**src/hw/rtl/tpd_pkg.sv**
```systemverilog
// shared types and constants of the touch pad press detector
package tpd_pkg;

    localparam logic [3:0]  CALIB_LAST     = 4'd9;
    localparam logic [2:0]  SCAN_SHORT     = 3'd3;
    localparam logic [2:0]  SCAN_LONG      = 3'd6;
    localparam logic [1:0]  LOCKOUT_RELOAD = 2'd3;
    localparam logic [15:0] GATE_RESET     = 16'd100;

    localparam logic REG_GATE = 1'b0;
    localparam logic REG_MODE = 1'b1;

    localparam logic CMD_CALIB = 1'b0;
    localparam logic CMD_SCAN  = 1'b1;

    typedef enum logic [5:0] {
        S_IDLE  = 6'b000001,
        S_CALC  = 6'b000010,
        S_DIV   = 6'b000100,
        S_JUDGE = 6'b001000,
        S_EMIT  = 6'b010000,
        S_SPARE = 6'b100000
    } t_state;

    typedef struct packed {
        logic accept;
        logic calc;
        logic div_step;
        logic judge;
        logic emit;
    } t_cmd;

    typedef struct packed {
        logic calib_last;
        logic scan_last;
        logic out_free;
    } t_status;

endpackage

```
**src/hw/rtl/tpd_regs.sv**
```systemverilog
// configuration registers behind the apb-style port
module tpd_regs (
    input  logic        i_clk,
    input  logic        i_rst_n,
    input  logic        psel,
    input  logic        penable,
    input  logic        pwrite,
    input  logic [2:0]  paddr,
    input  logic [31:0] pwdata,
    output logic [31:0] prdata,
    output logic        pready,
    output logic [15:0] o_gate_margin,
    output logic        o_continuous_mode
);
    import tpd_pkg::*;

    logic [15:0] r_gate;
    logic        r_mode;
    logic        wr_en;

    assign pready = 1'b1;
    assign wr_en  = psel && penable && pwrite;

    always_ff @(posedge i_clk) begin
        if (!i_rst_n) begin
            r_gate <= GATE_RESET;
            r_mode <= 1'b0;
        end else if (wr_en) begin
            if (paddr[2] == REG_MODE) begin
                r_mode <= pwdata[0];
            end else begin
                r_gate <= pwdata[15:0];
            end
        end
    end

    assign prdata = (paddr[2] == REG_MODE) ? {31'd0, r_mode} : {16'd0, r_gate};

    assign o_gate_margin     = r_gate;
    assign o_continuous_mode = r_mode;

    // paddr[1:0] only select bytes, unused for word registers
    logic unused_addr;
    assign unused_addr = ^paddr[1:0];

endmodule

```
**src/hw/rtl/tpd_ctrl.sv**
```systemverilog
// controller state machine: sequences accept, baseline divide, scan judge and result
module tpd_ctrl (
    input  logic              i_clk,
    input  logic              i_rst_n,
    input  logic              i_in_valid,
    input  logic              i_cmd,
    input  tpd_pkg::t_status  i_status,
    output logic              o_in_stall,
    output tpd_pkg::t_cmd     o_cmd
);
    import tpd_pkg::*;

    t_state r_state, n_state;
    logic   take;

    assign take = (r_state == S_IDLE) && i_in_valid;

    always_comb begin
        n_state = r_state;
        case (r_state)
            S_IDLE: begin
                if (take) begin
                    if (i_cmd == CMD_CALIB && i_status.calib_last) begin
                        n_state = S_CALC;
                    end else if (i_cmd == CMD_SCAN && i_status.scan_last) begin
                        n_state = S_JUDGE;
                    end
                end
            end
            S_CALC:  n_state = S_DIV;
            S_DIV:   n_state = S_EMIT;
            S_JUDGE: n_state = S_EMIT;
            S_EMIT: begin
                if (i_status.out_free) begin
                    n_state = S_IDLE;
                end
            end
            default: n_state = S_IDLE;
        endcase
    end

    always_ff @(posedge i_clk) begin
        if (!i_rst_n) begin
            r_state <= S_IDLE;
        end else begin
            r_state <= n_state;
        end
    end

    assign o_in_stall      = (r_state != S_IDLE);
    assign o_cmd.accept    = take;
    assign o_cmd.calc      = (r_state == S_CALC);
    assign o_cmd.div_step  = (r_state == S_DIV);
    assign o_cmd.judge     = (r_state == S_JUDGE);
    assign o_cmd.emit      = (r_state == S_EMIT);

endmodule

```
**src/hw/rtl/tpd_datapath.sv**
```systemverilog
// datapath: calibration tracking, divide by six, scan maximum, lockout, result register
module tpd_datapath #(
    parameter int SAMPLE_BITS = 16
) (
    input  logic                   i_clk,
    input  logic                   i_rst_n,
    input  tpd_pkg::t_cmd          i_cmd_ctl,
    output tpd_pkg::t_status       o_status,
    input  logic                   i_cmd,
    input  logic [SAMPLE_BITS-1:0] i_sample,
    input  logic [15:0]            i_gate_margin,
    input  logic                   i_continuous_mode,
    output logic                   o_out_valid,
    input  logic                   i_out_stall,
    output logic                   o_kind,
    output logic                   o_pressed,
    output logic [SAMPLE_BITS-1:0] o_baseline
);
    import tpd_pkg::*;

    localparam int SB  = SAMPLE_BITS;
    localparam int SUMW = SB + 4;            // sum of ten samples
    localparam int DW  = SB + 3;             // sum of six samples
    localparam int YW  = DW - 1;             // half of the six-sample sum
    localparam int KW  = SB + 3;             // reciprocal scale, 2**KW / 3
    localparam int GW  = ((SB > 16) ? SB : 16) + 1;
    localparam int TW  = SB + 4;             // ten times baseline

    localparam logic [SB-1:0] ONES = {SB{1'b1}};

    // rounded-up reciprocal of three, exact for every half sum below 2**(SB+2)
    localparam longint unsigned RECIP_WIDE = ((64'd1 << KW) + 64'd2) / 64'd3;
    localparam logic [YW-1:0]   RECIP3     = YW'(RECIP_WIDE);

    // calibration tracking: running sum plus two smallest and two largest
    logic [3:0]      r_calib_cnt;
    logic [SUMW-1:0] r_sum;
    logic [SB-1:0]   r_min1, r_min2, r_max1, r_max2;

    // divider operand
    logic [YW-1:0]   r_half;

    // scan state
    logic [SB-1:0]   r_baseline;
    logic [SB-1:0]   r_scan_max;
    logic [2:0]      r_scan_cnt;
    logic [1:0]      r_lockout;
    logic            r_kind;
    logic            r_press;

    // output register
    logic            r_out_valid;
    logic            r_out_kind;
    logic            r_out_press;
    logic [SB-1:0]   r_out_baseline;

    logic            calib_beat, scan_beat, calib_first;
    logic [SUMW-1:0] sum_base;
    logic [SB-1:0]   min1_b, min2_b, max1_b, max2_b;
    logic [2:0]      scan_next, group;
    logic            out_free;

    logic [2*YW-1:0] div_prod;
    logic [SUMW-1:0] lo_pair, hi_pair, mid_sum;

    logic [GW-1:0]   gate_lim;
    logic [TW-1:0]   ten_base;
    logic            scan_ok, lock_free;
    logic [1:0]      lock_eff;

    assign calib_beat  = i_cmd_ctl.accept && (i_cmd == CMD_CALIB);
    assign scan_beat   = i_cmd_ctl.accept && (i_cmd == CMD_SCAN);
    assign calib_first = (r_calib_cnt == 4'd0);

    // first sample of a batch starts from sentinels
    assign sum_base = calib_first ? '0 : r_sum;
    assign min1_b   = calib_first ? ONES : r_min1;
    assign min2_b   = calib_first ? ONES : r_min2;
    assign max1_b   = calib_first ? '0 : r_max1;
    assign max2_b   = calib_first ? '0 : r_max2;

    assign group     = i_continuous_mode ? SCAN_LONG : SCAN_SHORT;
    assign scan_next = r_scan_cnt + 3'd1;
    assign out_free  = !r_out_valid || !i_out_stall;

    // divide by six: halve, then multiply by the reciprocal of three
    assign div_prod = (2*YW)'(r_half) * (2*YW)'(RECIP3);

    // middle six = total minus two smallest and two largest
    assign lo_pair = SUMW'(r_min1) + SUMW'(r_min2);
    assign hi_pair = SUMW'(r_max1) + SUMW'(r_max2);
    assign mid_sum = r_sum - lo_pair - hi_pair;

    // scan judgment at full width
    assign gate_lim  = GW'(r_baseline) + GW'(i_gate_margin);
    assign ten_base  = (TW'(r_baseline) << 3) + (TW'(r_baseline) << 1);
    assign scan_ok   = (GW'(r_scan_max) > gate_lim) && (TW'(r_scan_max) < ten_base);
    assign lock_eff  = i_continuous_mode ? 2'd0 : r_lockout;
    assign lock_free = (lock_eff == 2'd0);

    always_ff @(posedge i_clk) begin
        if (!i_rst_n) begin
            r_calib_cnt <= '0;
            r_baseline  <= '0;
            r_scan_cnt  <= '0;
            r_scan_max  <= '0;
            r_lockout   <= '0;
            r_out_valid <= 1'b0;
        end else begin
            if (calib_beat) begin
                r_calib_cnt <= (r_calib_cnt >= CALIB_LAST) ? 4'd0 : r_calib_cnt + 4'd1;
            end
            if (scan_beat) begin
                if (r_scan_cnt == 3'd0 || i_sample > r_scan_max) begin
                    r_scan_max <= i_sample;
                end
                r_scan_cnt <= (scan_next >= group) ? 3'd0 : scan_next;
            end
            if (i_cmd_ctl.div_step) begin
                r_baseline <= div_prod[KW +: SB];
            end
            if (i_cmd_ctl.judge) begin
                r_lockout <= scan_ok ? LOCKOUT_RELOAD - 2'd1
                           : (lock_free ? 2'd0 : lock_eff - 2'd1);
            end
            if (i_cmd_ctl.emit && out_free) begin
                r_out_valid <= 1'b1;
            end else if (!i_out_stall) begin
                r_out_valid <= 1'b0;
            end
        end
    end

    // payload registers
    always_ff @(posedge i_clk) begin
        if (calib_beat) begin
            r_sum <= sum_base + SUMW'(i_sample);
            if (i_sample < min1_b) begin
                r_min1 <= i_sample;
                r_min2 <= min1_b;
            end else begin
                r_min1 <= min1_b;
                r_min2 <= (i_sample < min2_b) ? i_sample : min2_b;
            end
            if (i_sample > max1_b) begin
                r_max1 <= i_sample;
                r_max2 <= max1_b;
            end else begin
                r_max1 <= max1_b;
                r_max2 <= (i_sample > max2_b) ? i_sample : max2_b;
            end
        end
        if (i_cmd_ctl.accept) begin
            r_kind  <= i_cmd;
            r_press <= 1'b0;
        end
        if (i_cmd_ctl.calc) begin
            r_half <= mid_sum[DW-1:1];
        end
        if (i_cmd_ctl.judge) begin
            r_press <= scan_ok && lock_free;
        end
        if (i_cmd_ctl.emit && out_free) begin
            r_out_kind     <= r_kind;
            r_out_press    <= r_press;
            r_out_baseline <= r_baseline;
        end
    end

    assign o_status.calib_last = (r_calib_cnt >= CALIB_LAST);
    assign o_status.scan_last  = (scan_next >= group);
    assign o_status.out_free   = out_free;

    assign o_out_valid = r_out_valid;
    assign o_kind      = r_out_kind;
    assign o_pressed   = r_out_press;
    assign o_baseline  = r_out_baseline;

endmodule

```
**src/hw/rtl/touch_pad_press_detector_top.sv**
```systemverilog
// top level of the touch pad press detector
//
//  channel   direction  handshake                 payload
//  --------  ---------  ------------------------  ---------------------------------
//  in        input      i_in_valid / o_in_stall   i_cmd, i_sample
//  out       output     o_out_valid / i_out_stall o_kind, o_pressed, o_baseline
//  config    input      psel/penable/pwrite       paddr, pwdata, prdata, pready
//
// one beat is handled at a time; a sample that ends nothing is taken without a stall
// the tenth calibration sample steps through accept, halved middle sum,
// multiply by one third into the baseline, load result
// the last sample of a scan steps through accept, judge, load result
// a held result stalls the block only when a new result is ready behind it
// reset is synchronous, active low; all counters, baseline and lockout clear
module touch_pad_press_detector_top #(
    parameter int SAMPLE_BITS = 16
) (
    input  logic                   i_clk,
    input  logic                   i_rst_n,
    // sample input
    input  logic                   i_in_valid,
    output logic                   o_in_stall,
    input  logic                   i_cmd,
    input  logic [SAMPLE_BITS-1:0] i_sample,
    // result output
    output logic                   o_out_valid,
    input  logic                   i_out_stall,
    output logic                   o_kind,
    output logic                   o_pressed,
    output logic [SAMPLE_BITS-1:0] o_baseline,
    // configuration port
    input  logic                   psel,
    input  logic                   penable,
    input  logic                   pwrite,
    input  logic [2:0]             paddr,
    input  logic [31:0]            pwdata,
    output logic [31:0]            prdata,
    output logic                   pready
);
    import tpd_pkg::*;

    t_cmd        ctl_cmd;
    t_status     dp_status;
    logic [15:0] gate_margin;
    logic        continuous_mode;

    // register file: gate margin at 0x0, continuous mode at 0x4
    tpd_regs u_regs (
        .i_clk             (i_clk),
        .i_rst_n           (i_rst_n),
        .psel              (psel),
        .penable           (penable),
        .pwrite            (pwrite),
        .paddr             (paddr),
        .pwdata            (pwdata),
        .prdata            (prdata),
        .pready            (pready),
        .o_gate_margin     (gate_margin),
        .o_continuous_mode (continuous_mode)
    );

    // sequencer: idle, baseline math, scan judgment, result hand-off
    tpd_ctrl u_ctrl (
        .i_clk      (i_clk),
        .i_rst_n    (i_rst_n),
        .i_in_valid (i_in_valid),
        .i_cmd      (i_cmd),
        .i_status   (dp_status),
        .o_in_stall (o_in_stall),
        .o_cmd      (ctl_cmd)
    );

    // datapath: calibration extremes and sum, divider, scan max, lockout
    tpd_datapath #(
        .SAMPLE_BITS (SAMPLE_BITS)
    ) u_datapath (
        .i_clk             (i_clk),
        .i_rst_n           (i_rst_n),
        .i_cmd_ctl         (ctl_cmd),
        .o_status          (dp_status),
        .i_cmd             (i_cmd),
        .i_sample          (i_sample),
        .i_gate_margin     (gate_margin),
        .i_continuous_mode (continuous_mode),
        .o_out_valid       (o_out_valid),
        .i_out_stall       (i_out_stall),
        .o_kind            (o_kind),
        .o_pressed         (o_pressed),
        .o_baseline        (o_baseline)
    );

endmodule
```
**config.mk**
```make
export PLATFORM = sky130hd
export DESIGN_NAME = touch_pad_press_detector_top
export DESIGN_NICKNAME = d
export VERILOG_FILES = /design/src/hw/rtl/tpd_pkg.sv /design/src/hw/rtl/tpd_regs.sv /design/src/hw/rtl/tpd_ctrl.sv /design/src/hw/rtl/tpd_datapath.sv /design/src/hw/rtl/touch_pad_press_detector_top.sv
export SDC_FILE = /design/constraint.sdc
export NUM_CORES = 1
export LEC_CHECK = 0
export BUFFER_PORTS_ARGS = -buffer_cell sky130_fd_sc_hd__buf_2
export CORE_ASPECT_RATIO = 0.75
export CORE_UTILIZATION = 45
export DETAILED_ROUTE_END_ITERATION = 8
export GPL_TIMING_DRIVEN = 0
export PLACE_DENSITY = 0.63
export SETUP_SLACK_MARGIN = 0.4
export SYNTH_ARGS = -nofsm -noshare
export SYNTH_HDL_FRONTEND = slang
export SYNTH_SLANG_ARGS = --single-unit
```
**constraint.sdc**
```tcl
create_clock -name i_clk -period 9.1 [get_ports i_clk]
set_clock_uncertainty 0.2 [all_clocks]
set_input_delay 0.455 -clock i_clk [delete_from_list [all_inputs] [get_ports i_clk]]
set_output_delay 0.455 -clock i_clk [all_outputs]
set_load 0.005 [all_outputs]
```
==> flow_summary.toml <==
[drt]
routed_wl_um = 53200
drc = 0
via_per_inst = 5.45
wl_per_cell_um = 18.2
drt_iter0_drc = 1351
ant_nets = 0
vias = 15900
dr.pass1.iters = 6

[grt]
grt_pass1_wl_um = 85300
antenna_found_initial = 1
met3_usage_pct = 4.75
grt_max_degree = 54
use_met2_pct = 33.7
grt_usage_pct = 23.8
grtUsageMet1_pct = 37.0
grt_overflow = 0
grt-busiest-layer = "met1"
grt_pass1_vias = 15800

[sta]
maxSlewViolCount = 0
whs_ps = 27.8
period_minus_slack_ps = 6200
fin_crit_sh_pct = 68.1
setup_viol_count_final = 0
hold_viol = 0
relSlewSlack_pct = 37.3
fin_setup_tns_ps = 0
fmax_mhz = 161
rsz0062_at_grt = "no"
worst_slew_pin_slew_ps = 937

[synth]
synth_top_area_share_pct = 22.4
seq_area_frac_synth_pct = 24.1
synth-async-reset-ratio_pct = 0
ys_warn_count = 0
synth_edf_count = 121
ys.flop_type = "edfxtp_1"
syn_area_per_cell_um2 = 9.26
yosysMostFrequentCell = "ha_1"
synth_seq_cells = 185
synth_area_leaders = "ha_1 (22%), edfxtp_1 (18%), fa_1 (13%)"
syn-cell-area_um2 = 20400
yosys.area.top_type = "ha_1"
synthTopCellsByCount = "ha_1 (366), inv_1 (356), nand2_1 (186)"
netlist_instances = 2204
ys_types = 80

[setup_path]
critPathLaunch = "u_datapath.r_half[1]"
timing.critical_path.to = "u_datapath.r_baseline[14]"
r2r-start = "u_datapath.r_half[1]"
crit_fanout = 7
reg2reg_to = "u_datapath.r_baseline[14]"
reg2reg_slack_ps = 2900
critPathKind = "reg2reg"
required_ps = 9290
cp.arrival_ps = 6390
end_kind = "flip-flop"
ff2ff_path_depth = 18
start_kind = "flip-flop"

[final_layout]
nNetsFinal = 2873
seqCellArea_um2 = 4910
area_growth_pct = 9.16
top_register = "u_datapath.r_sum"
largest_register_ffs = 19
diodes = 0
multi_input_area_um2 = 13900
layout-drive-gt1-share_pct = 7.16
fillers = 4187
fin_cells = 2918
top_regs = "u_datapath.r_sum x19, u_datapath.r_half x18"

[clock_network]
cts_tree = "yes"
postCtsHoldBufs = 3
clockBufferDepth = 2
cts_htree_levels = 4
numCtsBuffers = 17
clock_sinks = 185
insertion_delay_ps = 470
cts_setup_buffers = 0
cts-root-buf = "clkbuf_16"
cts_resized = 0
clkSlewWorstSetupHoldPaths_ps = 80

[placement]
io_buffer_count = 75
gp_congestion = 0.933
dp.cells = 2883
hpwlAfterDp_um = 43700

[floorplan]
pin_count = 112
rows = 67
fp.dieArea_um2 = 46200
start_util_pct = 45.7
die_h_um = 186
dieWidth_um = 248
core_area_um2 = 44700

[status]
status = "finished clean"

[power]
powerDensity_nw_per_um2 = 196
leakage_nw = 10.5
vdd_drop_max_v = 0.000167

[flow_run]
drv_cap = 0

[hold_path]
min_path_cells = 3
min-delay-path-class = "in2reg"
-- cells by family after synthesis --
group	after synthesis	share of synthesized area, %
buffers and inverters	420	8.11
xor gates and xnor gates	102	4.38
adders and majority gates	495	35.1
DFF	185	24.1
AOI/OAI and AO/OA	437	13.5
other	2	0.0368
and+or+nand+nor	508	12.0
muxes	55	2.80
-- layout make-up --
cell class                      count  share of cell area [%]
Inverter                          358                    6.04
Multi-Input combinational cell   1614                    62.4
Clock inverter                     13                   0.662
Buffer                             62                    1.40
Timing Repair Buffer               81                    2.06
Tap cell                          586                    3.29
Clock buffer                       19                    2.05
Sequential cell                   185                    22.1
-- cells in the final DEF (no fill, tap or decap), drive strengths merged, types with 45 or more instances in the layout --
| cell | instances |
|---|---|
| nor2 | 99 |
| dfxtp | 64 |
| o21ai | 131 |
| buf | 112 |
| xnor2 | 77 |
| clkbuf | 47 |
| edfxtp | 121 |
| ha | 366 |
| nand2 | 187 |
| a21o | 45 |
| fa | 129 |
| a21oi | 123 |
| inv | 365 |
-- through the flow --
stage,worst slack [ps],power (W),utilization [%],instance area [um^2]
after floorplan,3460,0.00294,-,20500
after global placement,2950,0.00349,48.3,21600
after detailed placement,2910,0.00356,48.4,21600
after CTS,2900,0.00435,49.9,22300
after global routing,2570,0.00468,49.9,22300
final,2900,0.00436,49.9,22300
-- worst max-delay path, cell delays in order (launching register included) --
cell	delay, ps
edfxtp_1	550
ha_1	450
xor2_1	340
ha_1	300
inv_1	80
fa_1	410
inv_1	90
fa_1	410
fa_1	520
fa_1	530
ha_1	360
a2111oi_2	300
o21ai_1	150
a32oi_2	340
nand2_2	130
a21oi_4	250
o21ai_2	150
or4_1	410
a31oi_1	170
-- how the worst min path moves through the flow --
stage                       from                        to  slack (ps)
5_1_grt                pwdata[3]   u_regs.o_gate_margin[3]          20
6_report               pwdata[3]   u_regs.o_gate_margin[3]          30
3_5_place_dp   u_datapath.r_kind         u_datapath.o_kind         220
3_3_place_gp   u_datapath.r_kind         u_datapath.o_kind         210
4_1_cts               pwdata[15]  u_regs.o_gate_margin[15]          10
2_1_floorplan  u_datapath.r_kind         u_datapath.o_kind         200
-- where the power goes --
group          internal [W]  total [W]  switching [W]
Clock              0.000387   0.000776       0.000389
Combinational      0.000975    0.00239        0.00141
Sequential          0.00113    0.00119      0.0000649
-- metal layers --
metal / wire (um) / part of all wire (%)
met1: 26900 / 51
met2: 21600 / 41
met3: 3870 / 7.3
met4: 769 / 1.4
met5: 11 / 0.021
Note: power is estimated with default switching activity, not from simulation.
